### src/rtl/pct_pkg.sv
// ----------------------------------------------------------------------------
// pct_pkg
// Shared types, codes and helper functions of the percent codec.
// ----------------------------------------------------------------------------
package pct_pkg;

	// Configuration register indexes
	localparam logic [1:0] CFG_MODE     = 2'd0;
	localparam logic [1:0] CFG_ESC_LOW  = 2'd1;
	localparam logic [1:0] CFG_ESC_HIGH = 2'd2;

	// Register widths and reset values
	localparam int unsigned CFG_DATA_W = 64;
	localparam logic [63:0] ESC_LOW_RST  = 64'hAC00_9FFF_0000_0000;
	localparam logic [63:0] ESC_HIGH_RST = 64'h0000_0000_2800_0001;

	// Mode values
	localparam logic MODE_ENCODE = 1'b0;
	localparam logic MODE_DECODE = 1'b1;

	// Characters and digit offsets
	localparam logic [7:0] CHAR_PCT   = 8'h25;
	localparam logic [7:0] DIG_OFS    = 8'd48;
	localparam logic [7:0] UPPER_OFS  = 8'd55;
	localparam logic [7:0] LOWER_OFS  = 8'd87;
	localparam logic [4:0] HEX_NONE   = 5'h10;

	// Most results one input item can cause
	localparam int unsigned MAX_RES = 3;

	typedef enum logic [1:0] {
		PH_IDLE = 2'd0,
		PH_HIGH = 2'd1,
		PH_LOW  = 2'd2
	} phase_t;

	typedef enum logic [1:0] {
		ERR_NONE = 2'd0,
		ERR_HEX  = 2'd1,
		ERR_CUT  = 2'd2
	} err_t;

	typedef struct packed {
		logic [7:0] in_byte;
		logic       end_marker;
	} in_item_t;

	typedef struct packed {
		logic [7:0] out_byte;
		logic       is_status;
		logic [1:0] error_code;
		logic       last_in_run;
	} out_item_t;

	// Group of results caused by one input item
	typedef struct packed {
		logic [1:0]               cnt;
		logic [MAX_RES-1:0][7:0] bytes;
		logic                     is_status;
		logic [1:0]               error_code;
	} group_t;

	// Uppercase ASCII hex digit of a nibble
	function automatic logic [7:0] hex_up(input logic [3:0] nib);
		logic [7:0] ext;
		begin
			ext = {4'b0000, nib};
			hex_up = ext + ((nib <= 4'd9) ? DIG_OFS : UPPER_OFS);
		end
	endfunction

	// Value of a hex digit in either case, or HEX_NONE if not a digit
	function automatic logic [4:0] hex_val(input logic [7:0] c);
		logic [7:0] d;
		begin
			d = 8'd0;
			hex_val = HEX_NONE;
			if (c >= 8'h41 && c <= 8'h46) begin
				d = c - UPPER_OFS;
				hex_val = d[4:0];
			end else if (c >= 8'h61 && c <= 8'h66) begin
				d = c - LOWER_OFS;
				hex_val = d[4:0];
			end else if (c >= 8'h30 && c <= 8'h39) begin
				d = c - DIG_OFS;
				hex_val = d[4:0];
			end
		end
	endfunction

endpackage

### src/rtl/percent_codec_top.sv
// ----------------------------------------------------------------------------
// percent_codec_top
// Percent codec on a byte stream: encodes bytes into %XX escapes or decodes
// escapes back into bytes, with an end-marker status result.
// ----------------------------------------------------------------------------
// One input byte is taken per cycle. Its results are computed in the same
// cycle and stored as a group in a two-entry group queue, which the output
// side drains one result per cycle while the sink does not stall. A
// pass-through byte, decoded byte or status is one result; an encoded escape
// is three, so a stream made only of escaped bytes is limited by the single
// output port. Bytes that cause no result (escape start, first hex digit,
// dropped bytes after an error) never occupy the queue. Input stalls only
// while both queue entries are full.
module percent_codec_top (
	input  logic                            clk,
	input  logic                            arst_n,
	input  logic                            cfg_we,
	input  logic [1:0]                      cfg_index,
	input  logic [pct_pkg::CFG_DATA_W-1:0]  cfg_data,
	input  logic                            src_valid,
	output logic                            src_stall,
	input  pct_pkg::in_item_t               src_item,
	output logic                            dst_valid,
	input  logic                            dst_stall,
	output pct_pkg::out_item_t              dst_item
);

	logic               take;
	logic               push;
	logic               pop;
	pct_pkg::group_t    grp;
	pct_pkg::group_t    grp_q [2];
	pct_pkg::group_t    head;
	logic               wr_ptr_q;
	logic               rd_ptr_q;
	logic [1:0]         count_q;
	logic [1:0]         idx_q;
	logic               last_res;

	assign src_stall = (count_q == 2'd2);
	assign take      = src_valid & ~src_stall;

	pct_step u_step (
		.clk       (clk),
		.arst_n    (arst_n),
		.cfg_we    (cfg_we),
		.cfg_index (cfg_index),
		.cfg_data  (cfg_data),
		.take      (take),
		.item      (src_item),
		.grp       (grp)
	);

	assign push     = take & (grp.cnt != 2'd0);
	assign head     = grp_q[rd_ptr_q];
	assign last_res = (idx_q == (head.cnt - 2'd1));
	assign pop      = dst_valid & ~dst_stall & last_res;

	// Store result groups
	always_ff @(posedge clk) begin
		if (push) begin
			grp_q[wr_ptr_q] <= grp;
		end
	end

	// Advance queue pointers and the result index within the head group
	always_ff @(posedge clk or negedge arst_n) begin
		if (!arst_n) begin
			wr_ptr_q <= 1'b0;
			rd_ptr_q <= 1'b0;
			count_q  <= 2'd0;
			idx_q    <= 2'd0;
		end else begin
			if (push) begin
				wr_ptr_q <= ~wr_ptr_q;
			end
			if (pop) begin
				rd_ptr_q <= ~rd_ptr_q;
				idx_q    <= 2'd0;
			end else if (dst_valid & ~dst_stall) begin
				idx_q <= idx_q + 2'd1;
			end
			if (push & ~pop) begin
				count_q <= count_q + 2'd1;
			end else if (pop & ~push) begin
				count_q <= count_q - 2'd1;
			end
		end
	end

	// Drive the current result of the head group
	assign dst_valid            = (count_q != 2'd0);
	assign dst_item.out_byte    = head.bytes[idx_q];
	assign dst_item.is_status   = head.is_status;
	assign dst_item.error_code  = head.error_code;
	assign dst_item.last_in_run = last_res;

`ifndef SYNTHESIS
	a_count_bound: assert property (@(posedge clk) disable iff (!arst_n)
		count_q <= 2'd2)
		else $error("group queue count out of range");

	a_head_nonempty: assert property (@(posedge clk) disable iff (!arst_n)
		dst_valid |-> (head.cnt != 2'd0) && (idx_q < head.cnt))
		else $error("result index outside head group");

	a_status_last: assert property (@(posedge clk) disable iff (!arst_n)
		dst_valid && dst_item.is_status |-> dst_item.last_in_run)
		else $error("status result not last of its group");

	a_data_no_err: assert property (@(posedge clk) disable iff (!arst_n)
		dst_valid && !dst_item.is_status |-> dst_item.error_code == pct_pkg::ERR_NONE)
		else $error("data result carries an error code");
`endif

endmodule

### src/rtl/pct_step.sv
// ----------------------------------------------------------------------------
// pct_step
// Configuration registers, decoder state, and per-byte encode/decode logic
// that turns one input item into a group of up to three results.
// ----------------------------------------------------------------------------
module pct_step (
	input  logic                            clk,
	input  logic                            arst_n,
	input  logic                            cfg_we,
	input  logic [1:0]                      cfg_index,
	input  logic [pct_pkg::CFG_DATA_W-1:0]  cfg_data,
	input  logic                            take,
	input  pct_pkg::in_item_t               item,
	output pct_pkg::group_t                 grp
);

	logic                mode_q;
	logic [63:0]         esc_low_q;
	logic [63:0]         esc_high_q;
	pct_pkg::phase_t     phase_q, phase_d;
	logic [3:0]          high_nib_q, high_nib_d;
	pct_pkg::err_t       err_seen_q, err_seen_d;

	logic [127:0]        esc_map;
	logic                must_esc;
	logic [4:0]          hv;

	// Hold configuration registers
	always_ff @(posedge clk or negedge arst_n) begin
		if (!arst_n) begin
			mode_q     <= pct_pkg::MODE_ENCODE;
			esc_low_q  <= pct_pkg::ESC_LOW_RST;
			esc_high_q <= pct_pkg::ESC_HIGH_RST;
		end else if (cfg_we) begin
			unique case (cfg_index)
				pct_pkg::CFG_MODE:     mode_q     <= cfg_data[0];
				pct_pkg::CFG_ESC_LOW:  esc_low_q  <= cfg_data;
				pct_pkg::CFG_ESC_HIGH: esc_high_q <= cfg_data;
				default: ;
			endcase
		end
	end

	assign esc_map  = {esc_high_q, esc_low_q};
	assign must_esc = item.in_byte[7] | esc_map[item.in_byte[6:0]];
	assign hv       = pct_pkg::hex_val(item.in_byte);

	// Build the result group and the next decoder state
	always_comb begin
		grp            = '0;
		phase_d        = phase_q;
		high_nib_d     = high_nib_q;
		err_seen_d     = err_seen_q;
		if (item.end_marker) begin
			grp.cnt       = 2'd1;
			grp.is_status = 1'b1;
			if (mode_q == pct_pkg::MODE_DECODE) begin
				if (err_seen_q != pct_pkg::ERR_NONE) begin
					grp.error_code = err_seen_q;
				end else if (phase_q != pct_pkg::PH_IDLE) begin
					grp.error_code = pct_pkg::ERR_CUT;
				end
			end
			phase_d    = pct_pkg::PH_IDLE;
			high_nib_d = 4'd0;
			err_seen_d = pct_pkg::ERR_NONE;
		end else if (mode_q == pct_pkg::MODE_ENCODE) begin
			if (must_esc) begin
				grp.cnt      = 2'd3;
				grp.bytes[0] = pct_pkg::CHAR_PCT;
				grp.bytes[1] = pct_pkg::hex_up(item.in_byte[7:4]);
				grp.bytes[2] = pct_pkg::hex_up(item.in_byte[3:0]);
			end else begin
				grp.cnt      = 2'd1;
				grp.bytes[0] = item.in_byte;
			end
		end else if (err_seen_q == pct_pkg::ERR_NONE) begin
			if (phase_q == pct_pkg::PH_IDLE) begin
				if (item.in_byte == pct_pkg::CHAR_PCT) begin
					phase_d = pct_pkg::PH_HIGH;
				end else begin
					grp.cnt      = 2'd1;
					grp.bytes[0] = item.in_byte;
				end
			end else if (hv[4]) begin
				err_seen_d = pct_pkg::ERR_HEX;
				phase_d    = pct_pkg::PH_IDLE;
			end else if (phase_q == pct_pkg::PH_HIGH) begin
				high_nib_d = hv[3:0];
				phase_d    = pct_pkg::PH_LOW;
			end else begin
				grp.cnt      = 2'd1;
				grp.bytes[0] = {high_nib_q, hv[3:0]};
				phase_d      = pct_pkg::PH_IDLE;
				high_nib_d   = 4'd0;
			end
		end
	end

	// Advance decoder state on each transfer
	always_ff @(posedge clk or negedge arst_n) begin
		if (!arst_n) begin
			phase_q    <= pct_pkg::PH_IDLE;
			high_nib_q <= 4'd0;
			err_seen_q <= pct_pkg::ERR_NONE;
		end else if (take) begin
			phase_q    <= phase_d;
			high_nib_q <= high_nib_d;
			err_seen_q <= err_seen_d;
		end
	end

endmodule

### config.mk
export PLATFORM = sky130hd
export DESIGN_NAME = percent_codec_top
export DESIGN_NICKNAME = d
export VERILOG_FILES = /design/src/rtl/pct_pkg.sv /design/src/rtl/percent_codec_top.sv /design/src/rtl/pct_step.sv
export SDC_FILE = /design/constraint.sdc
export NUM_CORES = 1
export LEC_CHECK = 0
export ABC_CLOCK_PERIOD_IN_PS = 8900
export BUFFER_PORTS_ARGS = -buffer_cell sky130_fd_sc_hd__buf_2
export CELL_PAD_IN_SITES_DETAIL_PLACEMENT = 1
export CELL_PAD_IN_SITES_GLOBAL_PLACEMENT = 2
export CORE_UTILIZATION = 45
export DETAILED_ROUTE_END_ITERATION = 8
export GPL_TIMING_DRIVEN = 0
export MAX_ROUTING_LAYER = met4
export PLACE_DENSITY_LB_ADDON = 0.1
export RECOVER_POWER = 50
export SLEW_MARGIN = 20
export SYNTH_ARGS = -nofsm -noshare
export SYNTH_HDL_FRONTEND = slang
export SYNTH_SLANG_ARGS = --single-unit
### constraint.sdc
create_clock -name clk -period 8.9 [get_ports clk]
set_input_delay 1.78 -clock clk [delete_from_list [all_inputs] [get_ports clk]]
set_output_delay 1.78 -clock clk [all_outputs]
set_load 0.01 [all_outputs]
## Word level (Yosys, flattened, before mapping)

Memory sizes are Yosys's and may differ from the RTL's.
Cells that the tools add are included.

- Add/sub/neg operators: 9
- $lt $le $gt $ge: 10
- Equal/unequal tests: 9
- Muxes and demuxes: 55
- Bitwise gates (word level): 13
- Reduce and logical (&&, ||, !) cells: 21

Operators with widths:

| cell | number |
|---|---|
| two-way mux 8 bit | 8 |
| two-way mux 2 bit | 25 |
| two-way mux 16 bit | 2 |
| two-way mux 24 bit | 1 |
| two-way mux 4 bit | 6 |
| nonzero test 2 bit | 9 |
| binary-select mux 8 bit (select 2 bit) | 1 |
| >= comparator 8 x 7 -> 1 bit, second input constant | 2 |
| <= comparator 8 x 7 -> 1 bit, second input constant | 2 |
| two-way mux 5 bit | 3 |
| subtractor 5 bit, second input constant | 3 |
| AND reduction 5 bit | 2 |
| two-way mux 3 bit | 3 |
| adder 4 x 8 -> 8 bit | 1 |
| == test 8 x 6 -> 1 bit, second input constant | 1 |
| >= comparator 8 x 6 -> 1 bit, second input constant | 1 |
| <= comparator 4 bit, second input constant | 2 |
| <= comparator 8 x 6 -> 1 bit, second input constant | 1 |
| < comparator 7 x 8 -> 1 bit, second input constant | 1 |
| adder 4 x 6 -> 7 bit | 1 |
| binary-select mux 1 bit (select 7 bit) | 1 |
| bitwise AND 1 bit | 6 |
| zero test 2 bit | 3 |
| NOT 1 bit | 6 |
| 13 further kinds | 26 |

- Bits in registers: 143
- Bits in writable memories: 58
- Output and inout port bits: 14
- Memories: 1

Memories:

| memory | depth | width | rd ports | clocked after memory_dff | write ports | line | RTL |
|---|---|---|---|---|---|---|---|
| grp_q | 2 | 29 | 1 | 0 | 1 | percent_codec_top.sv:32 | `pct_pkg::group_t grp_q [2];` |

## Logic depth before layout (Yosys ltp)

Gate-level depths: netlist (run 1).

- Depth in word-level cells: 16
- Mapped depth: 17

## Modules after synthesis

From an unflattened synthesis (run 1), not the netlist that was laid out.

- Cells, all modules: 705
- Area total of the unflattened synthesis: 9,873.2 um^2

Modules (own cells, without submodules):

| module | times used | cells each | area each (um^2) | sequential area each (um^2) |
|---|---|---|---|---|
| pct_step | 1 | 545 | 7,175.6 | 3,429.5 |
| percent_codec_top | 1 | 160 | 2,697.6 | 1,891.8 |

## Least setup slack after synthesis (run 1)

OpenSTA, ideal clock, no wires.

- Path type: input to register
- From: input port src_item[1] (netlist name)
- To: memory grp_q[0][0] (netlist name), enable pin
- Arrival time: 5.265 ns
- Slack: 3.224 ns
- Cell stages on the path: 13
- Cell sequence: buf_6 buf_8 buf_8 buf_4 inv_1 ha_1 o21bai_1 a2111oi_2 a21o_1 a21oi_1 o21ai_0 nand3_1 nor2_1

RTL lines:

| item | line | RTL |
|---|---|---|
| start: declaration | percent_codec_top.sv:22 | `input pct_pkg::in_item_t src_item,` |
| end: declaration | percent_codec_top.sv:32 |  |

==> results of run 1 <==
registers in the layout, indices dropped and copies added, names as in the netlist, 2 cells and up:
signal             cells
grp_q                 54
u_step.phase_q         2
u_step.esc_low_q      64
u_step.high_nib_q      4
idx_q                  2
u_step.esc_high_q     64
count_q                2
cell type report:
class	count	area, µm²
plain buffers	42	244
multi-input cells	422	3910
flip-flops and latches	196	5200
well taps	270	338
diodes	1	2.50
repair buffers	93	495
inverters	22	82.6
clock inverters	15	174
clock buffers	17	425
fillers	2081	9500
report_power, final:
part | switching [mW] | leakage [nW] | internal, mW
clock | 0.355 | 0.281 | 0.422
sequential | 0.0884 | 2.18 | 1.14
combinational | 0.334 | 2.13 | 0.320
stage by stage:
| stage | total power, mW | hold WS [ns] |
|---|---|---|
| final | 2.65 | 0.498 |
| after global routing | 2.79 | 0.522 |
| after CTS | 2.69 | 0.498 |
| after detailed placement | 1.91 | 0.483 |
| after global placement | 1.85 | 0.470 |
| after floorplan | 1.66 | 0.449 |
tightest hold or removal path, cell delays in order (launching register included):
cell and delay [ns]:
dfrtp_1 0.35, nand2_1 0.05, o31ai_1 0.06
cells by family (layout without fill, tap and decap cells):
logic type / count (synthesis) / count (layout) / synth area share [%]
compound gates: 86 / 86 / 6.36
xor+xnor: 9 / 9 / 0.836
fa+ha+maj: 11 / 11 / 1.62
buf+inv: 64 / 189 / 3.46
flops: 196 / 196 / 55.2
mux: 204 / 204 / 26.7
other cells: 0 / 1 / 0
simple gates: 112 / 112 / 5.80
synthesized netlist by cell type, types with 7 or more instances:
cell type    n  share of area (%)
mux2i_1     47                5.0
mux4_2      17                4.1
o22ai_1      7               0.46
o21ai_0      9               0.48
inv_1       22               0.88
a21oi_1     23                1.2
dfrtp_1    121                 32
a22oi_1     19                1.5
mux2_2     134                 16
nand2_1     28                1.1
nand2b_1     8               0.53
clkbuf_1    24               0.96
nor2_1      35                1.4
edfxtp_1    54                 17
ha_1         9                1.2
dfstp_2     21                5.9
nand3_1      8               0.42
worst max path at each step:
stage,startpoint,end,slack [ns]
finish,src_item[1],grp_q[1][24],3.15
global placement,src_item[1],grp_q[0][22],1.80
floorplan,src_item[1],grp_q[0][0],3.22
CTS,src_item[1],grp_q[1][24],3.13
global route,src_item[1],grp_q[1][22],2.82
detailed placement,src_item[1],grp_q[1][24],2.69
layer usage:
metal | vias to the layer above | part of all wire (%)
met3 | 34 | 3.2
met4 | 0 | 2.0
li1 | 2738 | -
met2 | 119 | 50
met5 | - | 0
met1 | 3032 | 45
placed cells by master, fill, tap and decap left out, drive strengths merged, types with 3 or more instances in the layout:
| master | Yosys | routed |
|---|---|---|
| a21oi | 23 | 23 |
| nand4 | 3 | 3 |
| inv | 22 | 27 |
| o22ai | 7 | 7 |
| clkinvlp | 0 | 4 |
| mux4 | 23 | 23 |
| dfstp | 21 | 21 |
| dfrtp | 121 | 121 |
| nor2 | 35 | 35 |
| xor2 | 4 | 4 |
| a21o | 3 | 3 |
| a22oi | 19 | 19 |
| edfxtp | 54 | 54 |
| nand3 | 8 | 8 |
| nor2b | 6 | 6 |
| clkbuf | 24 | 48 |
| and2 | 5 | 5 |
| buf | 18 | 104 |
| and3 | 4 | 4 |
| nand2b | 8 | 8 |
| o21ai | 9 | 9 |
| nand3b | 3 | 3 |
| a211oi | 4 | 4 |
| nand2 | 28 | 28 |
| ha | 9 | 9 |
| mux2 | 134 | 134 |
| mux2i | 47 | 47 |
| xnor2 | 5 | 5 |
| clkinv | 0 | 4 |
| or2 | 5 | 5 |
| o31ai | 5 | 5 |
==> impl_results.md, run 1 <==
- Status: complete, but fails checks
- Failing checks: capacitance limit, slew limit
- CP Max Fanout: 27
- Post-route ant nets: 0
- Delay of the slowest cell on the worst path: between 0.9 and 1 ns
- Crit path DAT: a little under 6 ns
- Critical path buffers and inverters: 7
- GRT overflow: 0
- Setup Buffers After CTS: 0
- Port buffer count: 91
- Dpl cell area: ~10000 µm²
- Chip height: about 150 µm
- CTS tree: yes
- Via count: 5923
- Number of max-cap violations: 1
- Number of top-level pins: 94
- Final period utilization: between 60% and 70%
- Hold WC Path Type: reg -> reg
- CP Launch Type: primary input
- Netlist cell types: 54
- Synth Area per Inst: 13.8 µm²
- Met3 usage: 3.32%
- Syn. warnings: 0
- Hold Crit Start: u_step.high_nib_q[1]
- Gp weighted congestion: around 0.8
- TritonRoute pass-1 iters: 4
- Global Route met2 Usage: 38.0%
- Grt met1 use: 30.2%
- Number of global-route vias before repair: 6689
- DR iter-0 viols: around 200
- Rel. slew slack: -69.7%
- Post-route cell area: roughly 11000 µm²
- Hold Path Depth: 2
- Leak pwr: between 4 and 5 nW
- Final WL: 22900 µm
- Vias per inst: ~5.5
- Top cell family by delay on the critical path: compound AO/OA/AOI/OAI gates
- #FFs+latches synth: between 150 and 200
- Clock root cell: clkbuf_16
- Rows: between 50 and 60
- R2r endpoint: grp_q[1][24]
- Global route hottest layer: met2
- Setup Skew: between 0.009 and 0.01 ns
- Mapped cell area: between 9000 and 10000 µm²
- Syn nets: approximately 770
- Pins Over Slew Limit: between 40 and 50
- Area Growth Syn to Fin: 15.3%
- Drt drc: 0
- Initial antenna violation count: 1
- Hold Path End: u_step.high_nib_q[1]
- Worst reg2reg startpoint: u_step.phase_q[1]
- TritonCTS Buffers: 17
- Clock net sink count: between 150 and 200
- Clock Latency Late Sink: 0.43 ns
- Worst-margin pin slew: ~2.5 ns
- PwrDens: around 240 nW/µm²
- Final setup violating endpoints: 0
- Async set-reset flop share out of synthesis: 72.4%
- Setup TNS Final: 0 ns
- CTS Hold Bufs: 0
- Slowest-stage cell, CP: a2111oi_2
- Reg clk slew, reported paths: 0.07 ns
- Post-synth top flop: dfrtp_1
- Stages on worst setup path: 15
- Peak supply drop: around 0.16 mV
- # resized after CTS: 0
- Htree depth: 4
- Syn Inst Count: roughly 680
- EDFF count, synth: 54
- Endpoints failing hold: 0
- Worst slack at placement: about 2.7 ns
- Total Die Area: roughly 22000 µm²
- Tmin final: between 5 and 6 ns
- Placed cell count: 1045
- Share of layout cells above drive strength 1: 39.0%
- Crit Path Class: in -> reg
- First-pass GRT wire length: between 30000 and 40000 µm
- Initial core utilization: between 40% and 50%
- Fin util: a little over half
- Core area: between 20000 and 25000 µm²
- Worst EP required: between 8 and 9 ns
- Layout Cells excl Fill: 1078
- GR Util All Layers: 23.4%
- Critical Path, Cell by Cell: buf_2, buf_6, buf_8, buf_8, buf_4, inv_1, ha_1, o21bai_1, a2111oi_2, a21o_1, a21oi_1, o21ai_0, nand3_1, inv_1, and2_2
- Worst Setup Slack, final: roughly 3.2 ns
- Worst Reg-to-Reg Cells: 8
- Nets@finish: 885
- Dpl hpwl: ~17000 µm
- DR WL/cell: 21.2 µm
- Crit end category: flip-flop
- Seq/Total Area, Yosys: ~55%
- Largest net degree at the start of global routing: roughly 100
- R2r setup slk: between 5 and 6 ns
- Peak Freq: around 170 MHz
- DIE WIDTH: approximately 150 µm
- RSZ-0062 raised after global routing: false
- Worst-case clock buffer depth: 2
No activity file was read; power rests on OpenSTA's default activity.
==> run 2: changes to the inputs <==
- ABC_CLOCK_PERIOD_IN_PS: 8900 -> 5800
- CORE_UTILIZATION: 45 -> 42
- clock period: 8.9 -> 5.8 ns (I/O delays scaled with it)
==> run 2 against run 1 <==
  * The run still ends with capacitance limit, slew limit left
  * Largest cell class unchanged
  * Via count hardly changed
  * Critical endpoint is now grp_q[1][23]
  * Power up 54%
  * Clock power is 56% higher
  * Critical path type unchanged
  * Routed wire length is 0.20% lower
  * Highest routed layer unchanged
  * Count of clock-buffer cells in the layout up 3
==> impl_results.md, run 2 (synthesized netlist as in run 1, its figures left out) <==
- Post-route ant nets: 0 (unchanged)
- Overall power: 4.09 mW (was 2.65 mW)
- WHS: 0.479 ns (was 0.498 ns)
- Vias per inst: 5.45 (was 5.49)
- Top cell family by delay on the critical path: compound AO/OA/AOI/OAI gates (unchanged)
- Rows: 54 (was 52)
- # resized after CTS: 0 (unchanged)
- Commonest cells after routing, fill and taps aside: 134 x mux2_2, 121 x dfrtp_1, 90 x buf_2 (unchanged)
- Final WL: 22800 µm (was 22900 µm)
- Endpoints failing hold: 0 (unchanged)
- Peak supply drop: 0.187 mV (was 0.164 mV)
- Post-route cell area: 10900 µm² (about the same)
- Worst-margin pin slew: 3.70 ns (was 2.55 ns)
- Crit Path Class: in -> reg (unchanged)
- Status: complete, but fails checks (unchanged)
- Most common cell after layout, fill and taps aside: mux2_2 (unchanged)
- DIE WIDTH: 152 µm (was 147 µm)
- End of the critical path: grp_q[1][23] (was grp_q[1][24])
- Biggest regs: u_step.esc_high_q x64, u_step.esc_low_q x64, grp_q x54 (unchanged)
- Nets@finish: 885 (unchanged)
- Largest net degree at the start of global routing: 79 (was 101)
- Worst reg2reg startpoint: u_step.phase_q[1] (unchanged)
- Setup Skew: 0.00895 ns (was 0.00953 ns)
- Area Growth Syn to Fin: 15.5% (was 15.3%)
- PwrDens: 375 nW/µm² (was 244 nW/µm²)
- CTS Hold Bufs: 0 (unchanged)
- Initial antenna violation count: 1 (unchanged)
- Via count: 5927 (was 5923)
- TritonRoute pass-1 iters: 4 (unchanged)
- Drt drc: 0 (unchanged)
- Number of top-level pins: 94 (unchanged)
- Worst EP required: 5.87 ns (was 8.96 ns)
- Failing checks: capacitance limit, slew limit (unchanged)
- Number of max-cap violations: 1 (unchanged)
- Critical Path, Cell by Cell: buf_2, buf_6, buf_8, buf_8, buf_4, inv_1, ha_1, o21bai_1, a2111oi_2, a21o_1, a21oi_1, o21ai_0, nand3_1, inv_1, and2_2 (unchanged)
- Critical path buffers and inverters: 7 (unchanged)
- Stages on worst setup path: 15 (unchanged)
- Number of global-route vias before repair: 6737 (was 6689)
- Rel. slew slack: -147% (was -69.7%)
- Core area: 21900 µm² (was 20400 µm²)
- Clock net sink count: 196 (unchanged)
- DR iter-0 viols: 358 (was 195)
- Total Die Area: 23000 µm² (was 21500 µm²)
- Dpl cell area: 10300 µm² (about the same)
- CP Max Fanout: 27 (unchanged)
- Crit path DAT: 5.12 ns (was 5.81 ns)
- Worst-case clock buffer depth: 2 (unchanged)
- Reg clk slew, reported paths: 0.07 ns (about the same)
- Setup Buffers After CTS: 0 (unchanged)
- Crit end category: flip-flop (unchanged)
- Placed cell count: 1055 (was 1045)
- Tmin final: between 5 and 6 ns
- DR WL/cell: 21.0 µm (was 21.2 µm)
- Gp weighted congestion: 0.756 (was 0.793)
- Peak Freq: about 200 MHz
- Fin util: 49.7% (was 53.4%)
- Clock Latency Late Sink: 0.44 ns (was 0.43 ns)
- Layout Cells excl Fill: 1088 (was 1078)
- Clock root cell: clkbuf_16 (unchanged)
- Pins Over Slew Limit: 65 (was 43)
- Share of layout cells above drive strength 1: 39.2% (was 39.0%)
- Slowest-stage cell, CP: a2111oi_2 (unchanged)
- Crit. Startpoint: src_item[1] (unchanged)
- Port buffer count: 91 (unchanged)
- Chip height: 152 µm (was 147 µm)
- Hold WC Path Type: reg -> reg (unchanged)
- First-pass GRT wire length: 37600 µm (was 37000 µm)
- Final period utilization: around 87%
- GRT overflow: 0 (unchanged)
- Dpl hpwl: 17000 µm (was 16800 µm)
- RSZ-0062 raised after global routing: false (unchanged)
- GR Util All Layers: 21.7% (was 23.4%)
- Delay of the slowest cell on the worst path: 0.88 ns (was 0.92 ns)
- Htree depth: 4 (unchanged)
- CP Launch Type: primary input (unchanged)
- Final setup violating endpoints: 0 (unchanged)
- Initial core utilization: 43.1% (was 46.3%)
- CTS tree: yes (unchanged)
- TritonCTS Buffers: 17 (unchanged)
- R2r endpoint: grp_q[1][23] (was grp_q[1][24])
- Worst Reg-to-Reg Cells: 8 (unchanged)
- R2r setup slk: 2.54 ns (was 5.62 ns)
- Leak pwr: 4.60 nW (was 4.58 nW)
- Fill count: 2255 (was 2081)
run 2: worst min-delay path by stage:
stage | startpoint | end | depth (start not counted)
detailed placement | u_step.high_nib_q[1] | u_step.high_nib_q[1] | 2
global placement | count_q[1] | count_q[1] | 1
floorplan | u_step.high_nib_q[0] | u_step.high_nib_q[0] | 2
global route | u_step.esc_low_q[21] | u_step.esc_low_q[21] | 1
CTS | u_step.high_nib_q[1] | u_step.high_nib_q[1] | 2
finish | u_step.high_nib_q[1] | u_step.high_nib_q[1] | 2
run 2: layer usage:
metal / GRT usage [%] / part of all wire (%)
met5: - / 0
met4: 5.86 / 1.4
met3: 3.34 / 2.5
met2: 36.6 / 51
met1: 27.2 / 45
run 2: layout make-up:
type	count	area [µm²]	area share (%)
multi-input combinational	422	3910	35.9
antenna	1	2.50	0.0230
timing repair buffer	93	495	4.55
tap	280	350	3.22
clock inverter	12	140	1.29
clock buffer	20	467	4.29
buffer	42	244	2.24
inverter	22	82.6	0.758
sequential	196	5200	47.8
run 2: report_power, final:
group | total [mW] | switching (mW) | internal, mW
logic | 1.00 | 0.513 | 0.490
clock network | 1.21 | 0.562 | 0.645
registers | 1.88 | 0.134 | 1.74
total | 4.09 | 1.21 | 2.88
run 2: through the flow:
stage | setup slack [ns] | TNS, ns
after floorplan | 0.744 | 0
after global placement | -0.724 | -20.54
after detailed placement | 0.291 | 0
after CTS | 0.752 | 0
after global routing | 0.451 | 0
final | 0.750 | 0
run 2: worst min-delay path, delay by kind of cell (launching register included):
| family | cells | cell delay (ns) |
|---|---|---|
| AO/OA/AOI/OAI | 1 | 0.05 |
| flip-flops | 1 | 0.35 |
| AND/OR/NAND/NOR | 1 | 0.05 |
==> run 3: changes to the inputs <==
- ABC_AREA: default -> 1
- CORE_UTILIZATION: 42 -> 36
- SYNTH_HIERARCHICAL: default -> 1
==> run 3 against run 2 <==
  * The run now ends clean
  * Final area up 8.6%
  * Flip-flop and latch count increased by 4
  * Combinational power increased by 18%
  * Power increased by 5.1%
  * Clock skew rose by 0.0053 ns
  * Register-to-register slack improved by 0.18 ns
  * Non-clock buffer count grew 27
  * Critical endpoint is now grp_q[0][17]
  * Largest cell class unchanged
  * Largest power group unchanged
==> impl_results.md, run 3 <==
- Endpoints failing hold: 0 (unchanged)
- EDFF count, synth: 58 (was 54)
- RSZ-0062 raised after global routing: false (unchanged)
- Hold Path End: u_step/esc_high_q[34] (was u_step.high_nib_q[1])
- Via count: 8581 (was 5927)
- #FFs+latches synth: 200 (was 196)
- Area Growth Syn to Fin: 16.1% (was 15.5%)
- Status: complete, no violations (was complete, but fails checks)
- GRT overflow: 0 (unchanged)
- Cell accounting for the most synthesized area: dfrtp_1 (unchanged)
- Final WL: 31700 µm (was 22800 µm)
- Number of global-route vias before repair: 8931 (was 6737)
- Final period utilization: 73.8% (was 87.1%)
- Nets@finish: 1472 (was 885)
- Post-synth top flop: dfrtp_1 (unchanged)
- Critical Path, Cell by Cell: buf_2, buf_6, inv_4, buf_6, buf_4, ha_1, nor2_1, nand2_1, nand2_1, nor3_1, inv_1, nand2_1, o21ai_2, o21ai_2, nand3_1, nand3_1, o21ai_2, nor2_4, buf_16 (was buf_2, buf_6, buf_8, buf_8, buf_4, inv_1, ha_1, o21bai_1, a2111oi_2, a21o_1, a21oi_1, o21ai_0, nand3_1, inv_1, and2_2)
- Reg clk slew, reported paths: 0.07 ns (about the same)
- WHS: 0.483 ns (was 0.479 ns)
- Final setup violating endpoints: 0 (unchanged)
- DR WL/cell: 17.9 µm (was 21.0 µm)
- Htree depth: 4 (unchanged)
- Delay of the slowest cell on the worst path: 0.40 ns (was 0.88 ns)
- Setup Buffers After CTS: 0 (unchanged)
- Synth Area in Simple Gates: 21.6% (was 5.80%)
- Syn Inst Count: 1267 (was 682)
- DR iter-0 viols: 441 (was 358)
- Initial antenna violation count: 0 (was 1)
- Vias per inst: 4.84 (was 5.45)
- TritonRoute pass-1 iters: 5 (was 4)
- # resized after CTS: 0 (unchanged)
- Proportion of synthesized area in mux cells: 0% (was 26.7%)
- PwrDens: 363 nW/µm² (was 375 nW/µm²)
- Initial core utilization: 36.7% (was 43.1%)
- Dpl hpwl: 23200 µm (was 17000 µm)
- Hold WC Path Type: reg -> reg (unchanged)
- CP Max Fanout: 17 (was 27)
- Synth Area in Adders: 1.50% (was 1.62%)
- Pins Over Slew Limit: 0 (was 65)
- Clock net sink count: 200 (was 196)
- CTS tree: yes (unchanged)
- First-pass GRT wire length: 50600 µm (was 37600 µm)
- Crit Path Class: in -> reg (unchanged)
- Crit end category: flip-flop (unchanged)
- TritonCTS Buffers: 17 (unchanged)
- Worst-case clock buffer depth: 2 (unchanged)
- Hold Path Depth: 2 (unchanged)
- Rel. slew slack: 43.8% (was -147%)
- Async set-reset flop share out of synthesis: 71.0% (was 72.4%)
- CTS Hold Bufs: 0 (unchanged)
- Ranking of synthesized cells by area: dfrtp_1 30%, edfxtp_1 17%, nand2_1 13%, o21ai_0 9.0%, inv_1 6.3% (was dfrtp_1 32%, edfxtp_1 17%, mux2_2 16%, dfstp_2 5.9%, mux2i_1 5.0%)
- Chip height: 170 µm (was 152 µm)
- Compound-cell area share of the yosys netlist: 13.2% (was 6.36%)
- Worst reg2reg startpoint: u_step/esc_high_q[47] (was u_step.phase_q[1])
- Hold Crit Start: u_step/esc_high_q[34] (was u_step.high_nib_q[1])
- Most common cell after layout, fill and taps aside: nand2_1 (was mux2_2)
- Biggest regs: u_step/esc_high_q x64, u_step/esc_low_q x64, grp_q x58 (was u_step.esc_high_q x64, u_step.esc_low_q x64, grp_q x54)
- Commonest cells after routing, fill and taps aside: 351 x nand2_1, 184 x o21ai_0, 171 x inv_1 (was 134 x mux2_2, 121 x dfrtp_1, 90 x buf_2)
- R2r endpoint: count_q[1] (was grp_q[1][23])
- Crit path DAT: 4.42 ns (was 5.12 ns)
- Leak pwr: 5.81 nW (was 4.60 nW)
- Tmin final: 4.28 ns (was 5.05 ns)
- Synth top area share: 29.7% (was 32.1%)
- Xor and xnor fraction of the mapped netlist area: 0.774% (was 0.836%)
- Worst Reg-to-Reg Cells: 21 (was 8)
- Seq/Total Area, Yosys: 52.2% (was 55.2%)
- Syn. warnings: 6 (was 0)
- Port buffer count: 91 (unchanged)
- Total Die Area: 29000 µm² (was 23000 µm²)
- Post-synth top cells: 351 x nand2_1, 184 x o21ai_0, 171 x inv_1, 121 x dfrtp_1, 105 x nor2_1 (was 134 x mux2_2, 121 x dfrtp_1, 54 x edfxtp_1, 47 x mux2i_1, 35 x nor2_1)
- Setup TNS Final: 0 ns (unchanged)
- Synth Area per Inst: 8.04 µm² (was 13.8 µm²)
- Ant. Diodes: 0 (was 1)
- DIE WIDTH: 170 µm (was 152 µm)
- R2r setup slk: 2.72 ns (was 2.54 ns)
- Slowest-stage cell, CP: nor2_4 (was a2111oi_2)
- Clock root cell: clkbuf_16 (unchanged)
- Largest family of logic cells by synthesized area: simple AND/OR/NAND/NOR gates (was multiplexers)
- Rows: 61 (was 54)
- Worst-margin pin slew: 0.844 ns (was 3.70 ns)
- CP Launch Type: primary input (unchanged)
- GR Util All Layers: 24.0% (was 21.7%)
- Fin util: 42.6% (was 49.7%)
- Setup Skew: 0.0142 ns (was 0.00895 ns)
- Clock Latency Late Sink: 0.44 ns (about the same)
- Share of layout cells above drive strength 1: 15.3% (was 39.2%)
- Mapped cell area: 10200 µm² (was 9430 µm²)
- Largest net degree at the start of global routing: 74 (was 79)
- Drt drc: 0 (unchanged)
- Core area: 27800 µm² (was 21900 µm²)
- Peak supply drop: 0.200 mV (was 0.187 mV)
- Number of max-cap violations: 0 (was 1)
- Number of top-level pins: 94 (unchanged)
- Gp weighted congestion: 0.826 (was 0.756)
- Netlist cell types: 37 (was 54)
- Peak Freq: 234 MHz (was 198 MHz)
- Post-route ant nets: 0 (unchanged)
- Worst EP required: 5.94 ns (was 5.87 ns)
- Most instantiated library cell after synthesis: nand2_1 (was mux2_2)
## run 3: cell count changes in the layout (fill, tap and decap cells not counted), moves of 10 or more
cell,previous run,this run
nand2_1,28,351
o21ai_0,9,184
inv_1,22,171
mux2_2,134,0
nor2_1,34,103
nand3_1,8,56
mux2i_1,47,0
o21ai_1,0,26
a22oi_1,19,0
mux4_2,17,0
nor2_2,0,12
buf_2,90,100
## run 3: metrics by stage
step,worst slack (ns),instance area (µm²),total power [mW],std cells
global placement,-0.360,11100,3.03,1737
global route,1.14,11800,4.58,1772
detailed placement,1.03,11200,3.10,1740
CTS,1.49,11800,4.37,1772
finish,1.52,11800,4.29,1772
floorplan,1.19,10200,2.63,1268
## run 3: power breakdown
| part | leakage (nW) | internal (mW) | switching (mW) |
|---|---|---|---|
| Sequential | 2.28 | 1.75 | 0.115 |
| Clock | 0.294 | 0.660 | 0.595 |
| Combinational | 3.23 | 0.418 | 0.758 |
## run 3: worst max-delay path by stage
stage	from	endpoint	slack, ns	cells past startpoint
floorplan	src_item[1]	grp_q[0][0]	1.19	17
global placement	src_item[1]	grp_q[0][24]	-0.36	18
detailed placement	src_item[1]	grp_q[0][26]	1.03	19
CTS	src_item[1]	grp_q[0][17]	1.49	19
global route	src_item[1]	grp_q[0][20]	1.14	19
finish	src_item[1]	grp_q[0][17]	1.52	19
## run 3: per-layer routing
layer / routed length, µm / global-route usage [%]
met1: 14500 / 29.9
met2: 16000 / 41.5
met4: 420 / 5.84
met5: 0 / -
met3: 746 / 2.51
## run 3: worst max-delay path, delay by kind of cell
kind            cells  cell delay (ns)
buf+inv             7             1.07
simple gates        8             1.40
fa+ha+maj           1             0.21
compound gates      3             0.55
## run 3: cell families (layout without fill, tap and decap cells)
logic type / Yosys count / in the layout
buffers and inverters: 248 / 374
DFF: 200 / 200
and+or+nand+nor: 540 / 540
AOI/OAI and AO/OA: 258 / 258
other: 1 / 2
xor gates and xnor gates: 9 / 9
adders and majority gates: 11 / 11
## run 3: cell type report
class	instances	area, µm²
tap	378	473
clock inverter	14	183
multi-input combinational	820	3790
fill	3491	16000
inverter	180	681
timing repair buffer	94	546
buffer	68	398
sequential	200	5320
clock buffer	18	429
